===== src/sv/bfd_pkg.sv =====
// Package: constants, command/status structs and helper functions of the branch filter decoder
package bfd_pkg;

    localparam int WIN_LEN          = 5;
    localparam int MAX_WALKBACK_DEF = 4;

    localparam logic [7:0] OP_CALL   = 8'hE8;
    localparam logic [7:0] OP_JMP    = 8'hE9;
    localparam logic [7:0] HIST_KEEP = 8'h77;
    localparam logic [7:0] HIST_CAND = 8'h01;
    localparam logic [7:0] HIST_SIGN = 8'h10;
    localparam logic [7:0] BYTE_ONES = 8'hFF;
    localparam logic [2:0] SKIP_OPND = 3'd4;

    // bit i set where history index i allows a conversion
    localparam logic [7:0] ALLOWED_TAB = 8'b0001_0111;

    typedef struct packed {
        logic load;
        logic cfg_wr;
        logic skip_dec;
        logic gap;
        logic reject;
        logic conv_start;
        logic walk_step;
        logic walk_done;
        logic shift;
        logic restart;
    } bfd_cmd_t;

    typedef struct packed {
        logic full;
        logic skip_nz;
        logic is_cand;
        logic conv_ok;
        logic walk_more;
        logic have_out;
        logic last;
    } bfd_stat_t;

    function automatic logic is_sign(input logic [7:0] b);
        return (b == 8'h00) || (b == BYTE_ONES);
    endfunction

    function automatic logic [1:0] bitnum(input logic [2:0] idx);
        logic [1:0] r;
        unique case (idx)
            3'd0:          r = 2'd0;
            3'd1:          r = 2'd1;
            3'd2, 3'd3:    r = 2'd2;
            default:       r = 2'd3;
        endcase
        return r;
    endfunction

    // shift the history once per byte of gap (gap known to be at most five)
    function automatic logic [7:0] hist_shift(input logic [7:0] m, input logic [2:0] n);
        logic [7:0] r;
        r = m;
        for (int k = 0; k < WIN_LEN; k++) begin
            if (3'(k) < n)
                r = (r & HIST_KEEP) << 1;
        end
        return r;
    endfunction

endpackage


===== src/sv/bfd_ctrl.sv =====
// Controller state machine of the branch filter decoder
module bfd_ctrl
(
    input  logic                clk,
    input  logic                rst_n,
    input  logic                s_tvalid,
    output logic                s_tready,
    output logic                m_tvalid,
    input  logic                m_tready,
    input  logic                cfg_valid,
    output logic                cfg_ready,
    input  bfd_pkg::bfd_stat_t  stat,
    output bfd_pkg::bfd_cmd_t   cmd
);

    typedef enum logic [4:0] {
        S_IDLE   = 5'b00001,
        S_CHECK  = 5'b00010,
        S_DECIDE = 5'b00100,
        S_WALK   = 5'b01000,
        S_EMIT   = 5'b10000
    } state_t;

    state_t state_reg;
    state_t state_next;

    always_comb
    begin
        state_next = state_reg;
        cmd        = '0;
        s_tready   = 1'b0;
        cfg_ready  = 1'b0;
        m_tvalid   = 1'b0;
        unique case (state_reg)
            S_IDLE:
            begin
                cfg_ready = 1'b1;
                if (cfg_valid)
                begin
                    cmd.cfg_wr = 1'b1;
                end
                else
                begin
                    s_tready = 1'b1;
                    if (s_tvalid)
                    begin
                        cmd.load   = 1'b1;
                        state_next = S_CHECK;
                    end
                end
            end
            S_CHECK:
            begin
                state_next = S_EMIT;
                if (stat.full)
                begin
                    if (stat.skip_nz)
                    begin
                        cmd.skip_dec = 1'b1;
                    end
                    else if (stat.is_cand)
                    begin
                        cmd.gap    = 1'b1;
                        state_next = S_DECIDE;
                    end
                end
            end
            S_DECIDE:
            begin
                if (stat.conv_ok)
                begin
                    cmd.conv_start = 1'b1;
                    state_next     = S_WALK;
                end
                else
                begin
                    cmd.reject = 1'b1;
                    state_next = S_EMIT;
                end
            end
            S_WALK:
            begin
                if (stat.walk_more)
                begin
                    cmd.walk_step = 1'b1;
                end
                else
                begin
                    cmd.walk_done = 1'b1;
                    state_next    = S_EMIT;
                end
            end
            S_EMIT:
            begin
                m_tvalid = stat.have_out;
                if (stat.have_out)
                begin
                    if (m_tready)
                    begin
                        cmd.shift = 1'b1;
                        if (!stat.last)
                            state_next = S_IDLE;
                    end
                end
                else
                begin
                    // no result to offer: restart the stream if its flush finished, else back to idle
                    cmd.restart = stat.last;
                    state_next  = S_IDLE;
                end
            end
            default:
            begin
                state_next = S_IDLE;
            end
        endcase
    end

    always_ff @(posedge clk or negedge rst_n)
    begin
        if (!rst_n)
            state_reg <= S_IDLE;
        else
            state_reg <= state_next;
    end

endmodule


===== src/sv/bfd_datapath.sv =====
// Datapath: byte window, history mask, address conversion and walk-back unit
module bfd_datapath
#(
    parameter int MAX_WALKBACK = bfd_pkg::MAX_WALKBACK_DEF
)
(
    input  logic                clk,
    input  logic                rst_n,
    input  bfd_pkg::bfd_cmd_t   cmd,
    output bfd_pkg::bfd_stat_t  stat,
    input  logic [7:0]          in_byte,
    input  logic                in_last,
    input  logic [31:0]         cfg_data,
    output logic [7:0]          out_byte,
    output logic                out_last
);

    localparam int WinLen = bfd_pkg::WIN_LEN;
    localparam int IterW  = $clog2(MAX_WALKBACK + 1);

    logic [7:0]       win_reg  [WinLen];
    logic [7:0]       win_next [WinLen];
    logic [2:0]       fill_reg, fill_next;
    logic [2:0]       skip_reg, skip_next;
    logic [31:0]      head_pos_reg, head_pos_next;
    logic [31:0]      prev_reg, prev_next;
    logic [31:0]      start_reg, start_next;
    logic [7:0]       mask_reg, mask_next;
    logic             last_reg, last_next;
    logic [IterW-1:0] iter_reg, iter_next;
    logic [31:0]      tgt_reg, tgt_next;
    logic [31:0]      dest_reg, dest_next;

    logic [31:0] gap;
    logic [31:0] src;
    logic [31:0] flip;
    logic [7:0]  probe;
    logic [1:0]  bsel;
    logic [2:0]  hidx;

    assign gap  = head_pos_reg - prev_reg;
    assign src  = {win_reg[4], win_reg[3], win_reg[2], win_reg[1]};
    assign hidx = mask_reg[3:1];
    assign bsel = bfd_pkg::bitnum(hidx);

    always_comb
    begin
        case (bsel)
            2'd0:
            begin
                probe = dest_reg[31:24];
                flip  = 32'hFFFF_FFFF;
            end
            2'd1:
            begin
                probe = dest_reg[23:16];
                flip  = 32'h00FF_FFFF;
            end
            2'd2:
            begin
                probe = dest_reg[15:8];
                flip  = 32'h0000_FFFF;
            end
            default:
            begin
                probe = dest_reg[7:0];
                flip  = 32'h0000_00FF;
            end
        endcase
    end

    always_comb
    begin
        stat.full      = (fill_reg == 3'(WinLen));
        stat.skip_nz   = (skip_reg != 3'd0);
        stat.is_cand   = (win_reg[0] == bfd_pkg::OP_CALL) || (win_reg[0] == bfd_pkg::OP_JMP);
        stat.conv_ok   = bfd_pkg::is_sign(win_reg[4]) && bfd_pkg::ALLOWED_TAB[hidx]
                         && (mask_reg[7:5] == 3'd0);
        stat.walk_more = (iter_reg < IterW'(MAX_WALKBACK)) && (mask_reg != 8'h00)
                         && bfd_pkg::is_sign(probe);
        stat.have_out  = last_reg ? (fill_reg != 3'd0) : stat.full;
        stat.last      = last_reg;
    end

    assign out_byte = win_reg[0];
    assign out_last = last_reg && (fill_reg == 3'd1);

    always_comb
    begin
        win_next      = win_reg;
        fill_next     = fill_reg;
        skip_next     = skip_reg;
        head_pos_next = head_pos_reg;
        prev_next     = prev_reg;
        start_next    = start_reg;
        mask_next     = mask_reg;
        last_next     = last_reg;
        iter_next     = iter_reg;
        tgt_next      = tgt_reg;
        dest_next     = dest_reg;

        if (cmd.cfg_wr || cmd.restart)
        begin
            if (cmd.cfg_wr)
                start_next = cfg_data;
            for (int i = 0; i < WinLen; i++)
                win_next[i] = 8'h00;
            fill_next     = 3'd0;
            skip_next     = 3'd0;
            mask_next     = 8'h00;
            last_next     = 1'b0;
            head_pos_next = start_next;
            prev_next     = start_next - 32'(WinLen);
        end

        if (cmd.load)
        begin
            for (int i = 0; i < WinLen; i++)
            begin
                if (3'(i) == fill_reg)
                    win_next[i] = in_byte;
            end
            fill_next = fill_reg + 3'd1;
            last_next = in_last;
        end

        if (cmd.skip_dec)
            skip_next = skip_reg - 3'd1;

        if (cmd.gap)
        begin
            // a gap beyond the window forgets the history
            if (gap > 32'(WinLen))
                mask_next = 8'h00;
            else
                mask_next = bfd_pkg::hist_shift(mask_reg, gap[2:0]);
            prev_next = head_pos_reg;
            tgt_next  = head_pos_reg + 32'(WinLen);
        end

        if (cmd.reject)
        begin
            mask_next = mask_reg | bfd_pkg::HIST_CAND;
            if (bfd_pkg::is_sign(win_reg[4]))
                mask_next = mask_next | bfd_pkg::HIST_SIGN;
        end

        if (cmd.conv_start)
        begin
            dest_next = src - tgt_reg;
            iter_next = IterW'(1);
        end

        if (cmd.walk_step)
        begin
            dest_next = (dest_reg ^ flip) - tgt_reg;
            iter_next = iter_reg + IterW'(1);
        end

        if (cmd.walk_done)
        begin
            win_next[4] = dest_reg[24] ? bfd_pkg::BYTE_ONES : 8'h00;
            win_next[3] = dest_reg[23:16];
            win_next[2] = dest_reg[15:8];
            win_next[1] = dest_reg[7:0];
            skip_next   = bfd_pkg::SKIP_OPND;
            mask_next   = 8'h00;
        end

        if (cmd.shift)
        begin
            for (int i = 0; i < WinLen - 1; i++)
                win_next[i] = win_reg[i+1];
            win_next[WinLen-1] = 8'h00;
            fill_next          = fill_reg - 3'd1;
            head_pos_next      = head_pos_reg + 32'd1;
        end
    end

    always_ff @(posedge clk or negedge rst_n)
    begin
        if (!rst_n)
        begin
            fill_reg     <= 3'd0;
            skip_reg     <= 3'd0;
            head_pos_reg <= 32'd0;
            prev_reg     <= 32'd0 - 32'(WinLen);
            start_reg    <= 32'd0;
            mask_reg     <= 8'h00;
            last_reg     <= 1'b0;
            iter_reg     <= '0;
        end
        else
        begin
            fill_reg     <= fill_next;
            skip_reg     <= skip_next;
            head_pos_reg <= head_pos_next;
            prev_reg     <= prev_next;
            start_reg    <= start_next;
            mask_reg     <= mask_next;
            last_reg     <= last_next;
            iter_reg     <= iter_next;
        end
    end

    always_ff @(posedge clk)
    begin
        win_reg  <= win_next;
        tgt_reg  <= tgt_next;
        dest_reg <= dest_next;
    end

endmodule


===== src/sv/x86_branch_filter_decoder_top.sv =====
// A byte is taken in S_IDLE and tested in S_CHECK the cycle after; a result beat is offered in S_EMIT
// once the window is full. Bytes are taken one at a time: the next only back in S_IDLE. A rejected E8/E9
//   candidate passes S_DECIDE, a converted one S_DECIDE and S_WALK (one walk-back step per cycle).
// End of stream: one beat per buffered byte (up to five), then the stream restarts from start_position.
// Reset: rst_n asynchronous, active low; empties the window (fill count to 0), clears the history, start_position to 0.
// Top level of the x86 branch filter decoder
module x86_branch_filter_decoder_top
#(
    parameter int MAX_WALKBACK = bfd_pkg::MAX_WALKBACK_DEF
)
(
    input  logic        clk,
    input  logic        rst_n,
    input  logic        s_tvalid,
    output logic        s_tready,
    input  logic [7:0]  s_tdata,    // [7:0] data_byte
    input  logic        s_tlast,
    output logic        m_tvalid,
    input  logic        m_tready,
    output logic [7:0]  m_tdata,    // [7:0] out_byte
    output logic        m_tlast,
    input  logic        cfg_valid,
    output logic        cfg_ready,
    input  logic [31:0] cfg_data
);

    bfd_pkg::bfd_cmd_t  cmd;
    bfd_pkg::bfd_stat_t stat;

    bfd_ctrl u_ctrl
    (
        .clk       (clk),
        .rst_n     (rst_n),
        .s_tvalid  (s_tvalid),
        .s_tready  (s_tready),
        .m_tvalid  (m_tvalid),
        .m_tready  (m_tready),
        .cfg_valid (cfg_valid),
        .cfg_ready (cfg_ready),
        .stat      (stat),
        .cmd       (cmd)
    );

    bfd_datapath #(
        .MAX_WALKBACK (MAX_WALKBACK)
    ) u_datapath
    (
        .clk      (clk),
        .rst_n    (rst_n),
        .cmd      (cmd),
        .stat     (stat),
        .in_byte  (s_tdata),
        .in_last  (s_tlast),
        .cfg_data (cfg_data),
        .out_byte (m_tdata),
        .out_last (m_tlast)
    );

endmodule


===== config.mk =====
export PLATFORM = sky130hd
export DESIGN_NAME = x86_branch_filter_decoder_top
export DESIGN_NICKNAME = d
export VERILOG_FILES = /design/src/sv/bfd_pkg.sv /design/src/sv/bfd_ctrl.sv /design/src/sv/bfd_datapath.sv /design/src/sv/x86_branch_filter_decoder_top.sv
export SDC_FILE = /design/constraint.sdc
export NUM_CORES = 1
export LEC_CHECK = 0
export ABC_AREA = 1
export CELL_PAD_IN_SITES_DETAIL_PLACEMENT = 1
export CELL_PAD_IN_SITES_GLOBAL_PLACEMENT = 2
export CORE_MARGIN = 10
export CORE_UTILIZATION = 38
export DETAILED_ROUTE_END_ITERATION = 10
export DONT_BUFFER_PORTS = 1
export GPL_TIMING_DRIVEN = 0
export HOLD_SLACK_MARGIN = 0.03
export PLACE_DENSITY = 0.88
export REMOVE_ABC_BUFFERS = 1
export SLEW_MARGIN = 25
export SYNTH_ARGS = -nofsm -noshare
export SYNTH_HDL_FRONTEND = slang
export SYNTH_SLANG_ARGS = --single-unit

===== constraint.sdc =====
create_clock -name clk -period 4.75 [get_ports clk]
set_input_delay 1.425 -clock clk [delete_from_list [all_inputs] [get_ports clk]]
set_output_delay 1.425 -clock clk [all_outputs]
set_load 0.02 [all_outputs]

==> impl_metrics.toml <==
[logic_synthesis]
ys_warn_count = 0
synth_top_area_share_pct = 14.52
async_reset_ff_share_pct = 53.36
syn_inst = 2417
ys_ff_latch = 223
ys.flop_type = "dfrtp_1"
ys_types = 63
synth_edf_count = 64
yosysTopAreaCell = "nand2_1"
ys_seq_area_share_pct = 33.95
netlist_area_mm2 = 0.01691
synthTopCellsByArea = "nand2_1 (15%), dfrtp_1 (13%), edfxtp_1 (11%)"
avgSynthCellArea_um2 = 6.996

[critical_path]
ff2ff_path_depth = 23
critPathArrivalTime_ns = 4.85
cp_max_fo = 13
cp_data_required_time_ns = 5.07
r2r_start = "u_datapath.mask_reg[3]"
critPathLaunchType = "register"
ff2ff_setup_slack_ns = 0.21
reg2reg_to = "u_datapath.dest_reg[29]"
crit_path_end_kind = "register"
criticalPathCategory = "register to register"

[floorplan]
pin_count = 58
rows = 77
coreArea_mm2 = 0.04412
start_util_pct = 38.32
dieArea_mm2 = 0.05333
die_h_um = 230.9
die_w_um = 230.9

[timing]
fmaxAchievable_mhz = 220.4
finClkSkew_ns = 0.02503
worst_pin_slew_ns = 1.072
setup_viol = 0
worst_slack_ns = 0.2119
finalMaxSlewViolations = 0
finalHoldViolations = 0
finalCriticalPeriod_ns = 4.538
period_share_pct = 95.54
max-slew-margin-rel_pct = 28.48
holdWs_ns = 0.4691

[placed_design]
place_hpwl_mm = 49.82
gp_congestion = 0.9183
io_buffers = 0
dp_slack_ns = -2.007

[clock_tree]
h-tree-depth = 1
cts_sinks = 223
cts_buffer_depth = 3
clock_latency_ns = 0.57
cts_tree = "built"
cts_buffers = 27
path_clk_slew_ns = 0.06
holdBufCountCts = 0
clockRootBuffer = "clkbuf_16"

[drt]
drcViolationCount = 0
drt-total-wl_mm = 64.81
drt_iter0_drc = 1126
viasPerCell = 5.452
wl_per_cell_um = 21.44
vias = 16480
drtPass1Iterations = 5
antenna_left = 0

[global_routing]
grt_overflow = 0
grt_pass1_vias = 16930
grt_pass1_wl_mm = 99.63
antenna_found_initial = 0
grt_use_total_pct = 23.79
grt_max_degree = 120

[cells_and_area]
drive_gt1_share_pct = 9.461
antenna_cells = 0
finish.net_count = 2532
area_growth_pct = 10.62

[pwr]
vdd_drop_max_mv = 0.4598
powerDensity_mw_per_mm2 = 666.9
p_leak_nw = 8.524

[hold_path]
min_path_type = "register to register"
holdCritStartpoint = "u_datapath.mask_reg[7]"
whs_path_depth = 2
hold_end = "u_datapath.mask_reg[7]"

[run]
drv_cap = 0

[run_status]
status = "finished clean"
[cells in the final DEF (no fill, tap or decap), types with 20 or more instances in the layout]
cell,synthesis,final
nor2_1,234,232
dfxtp_1,40,40
o21ai_0,107,102
a21oi_1,122,118
or2_2,28,28
clkbuf_16,0,28
xor2_1,87,87
nor3_1,37,37
dfstp_2,32,32
nand3_1,108,106
buf_4,4,20
edfxtp_1,64,64
a31oi_1,28,27
inv_1,350,347
o21ai_1,38,40
nand2_1,654,644
nand4_1,32,32
ha_1,73,72
dfrtp_1,87,85
o221ai_1,33,33
[cell usage after synthesis (all sizes together), types with 2 or more instances]
cell type,number
ha,73
nor2,245
a31oi,28
fa,2
dfxtp,40
o211ai,15
nand3,114
o31ai,2
a21boi,3
nor4,14
nand2,659
dfstp,32
o22ai,17
buf,29
a21oi,122
xor2,87
inv,362
clkinv,4
o21bai,16
a211oi,4
nand4,32
edfxtp,64
o21a,4
xnor2,15
dfrtp,87
o221ai,33
o21ai,173
or2,44
and2,2
a21o,2
nand3b,7
clkbuf,37
nor3,38
[critical path, cell delays in order, from the launching register on]
cell and delay (ns):
dfrtp_4 0.53, clkinv_8 0.11, nand2_8 0.13, nor2_4 0.25, nand2_2 0.13, nand3_1 0.12, o21ai_0 0.13, nor2_1 0.12
nand4_1 0.16, nand2_4 0.18, buf_4 0.14, nand3_4 0.17, o21ai_1 0.35, ha_1 0.35, a21oi_1 0.28, o21ai_0 0.14
inv_1 0.10, o21ai_0 0.09, nand2_1 0.07, nand3_1 0.18, nand2_1 0.11, nand2_1 0.09, a211oi_2 0.24, xor2_1 0.09
[timing repair]
item                                   CTS  global route
setup buffers                           11            11
gates cloned                             4             0
pin swaps                                4            10
resized for setup                       26            27
endpoints found under the hold margin    0             0
setup endpoints to repair               30            16
[logic make-up after synthesis]
| logic type | share of synthesized area (%) |
|---|---|
| AO/OA/AOI/OAI | 15.58 |
| XOR/XNOR | 5.283 |
| adder cells (fa/ha/maj) | 5.639 |
| buffers and inverters | 10.23 |
| flip-flops | 33.95 |
| multiplexers | 0.05920 |
| AND/OR/NAND/NOR | 29.26 |
[cell type report]
| class | instances | area [um^2] |
|---|---|---|
| Clock inverter | 9 | 98.84 |
| Fill cell | 5690 | 25420 |
| Timing Repair Buffer | 27 | 291.5 |
| Multi-Input combinational cell | 1766 | 9652 |
| Sequential cell | 223 | 5748 |
| Inverter | 366 | 1408 |
| Tap cell | 592 | 740.7 |
| Clock buffer | 40 | 765.7 |
[metal layers]
layer	wire length [um]	share of wire (%)	vias up	track usage, %
met3	2532	3.9	140	2.109
met5	0	0	-	0
met1	27050	42	8060	28.50
li1	-	-	7868	-
met2	31870	49	414	42.07
met4	3363	5.2	0	11.68
[worst max path at each step]
stage	start	endpoint	slack (ns)	cells past startpoint
final	u_datapath.mask_reg[3]	u_datapath.dest_reg[29]	0.21	23
after global routing	u_datapath.mask_reg[3]	u_datapath.dest_reg[20]	-0.04	24
after CTS	u_datapath.mask_reg[3]	u_datapath.dest_reg[31]	0.007	25
after detailed placement	u_datapath.mask_reg[3]	u_datapath.dest_reg[18]	-2.01	25
after global placement	cfg_valid	u_datapath.head_pos_reg[22]	-2.44	8
after floorplan	u_datapath.mask_reg[3]	u_datapath.dest_reg[20]	-0.28	25
[report_power, final]
part / switching [mW] / total [mW] / internal, mW
registers: 0.571 / 3.25 / 2.68
logic: 4.87 / 7.14 / 2.27
clock network: 0.866 / 2.09 / 1.22
[stage by stage]
| stage | utilization, % | power [mW] | instances | setup TNS (ns) | instance area [um^2] |
|---|---|---|---|---|---|
| after detailed placement | 39.52 | 10.33 | 2948 | -41.64 | 17440 |
| after global routing | 42.39 | 13.58 | 3023 | -0.04251 | 18700 |
| final | 42.39 | 12.47 | 3023 | 0 | 18700 |
| after global placement | 39.20 | 10.09 | 2943 | -264.02 | 17300 |
| after floorplan | - | 8.039 | 2351 | -1.393 | 16560 |
| after CTS | 41.94 | 12.49 | 3012 | 0 | 18500 |
Power figures use the tool's default switching activity.
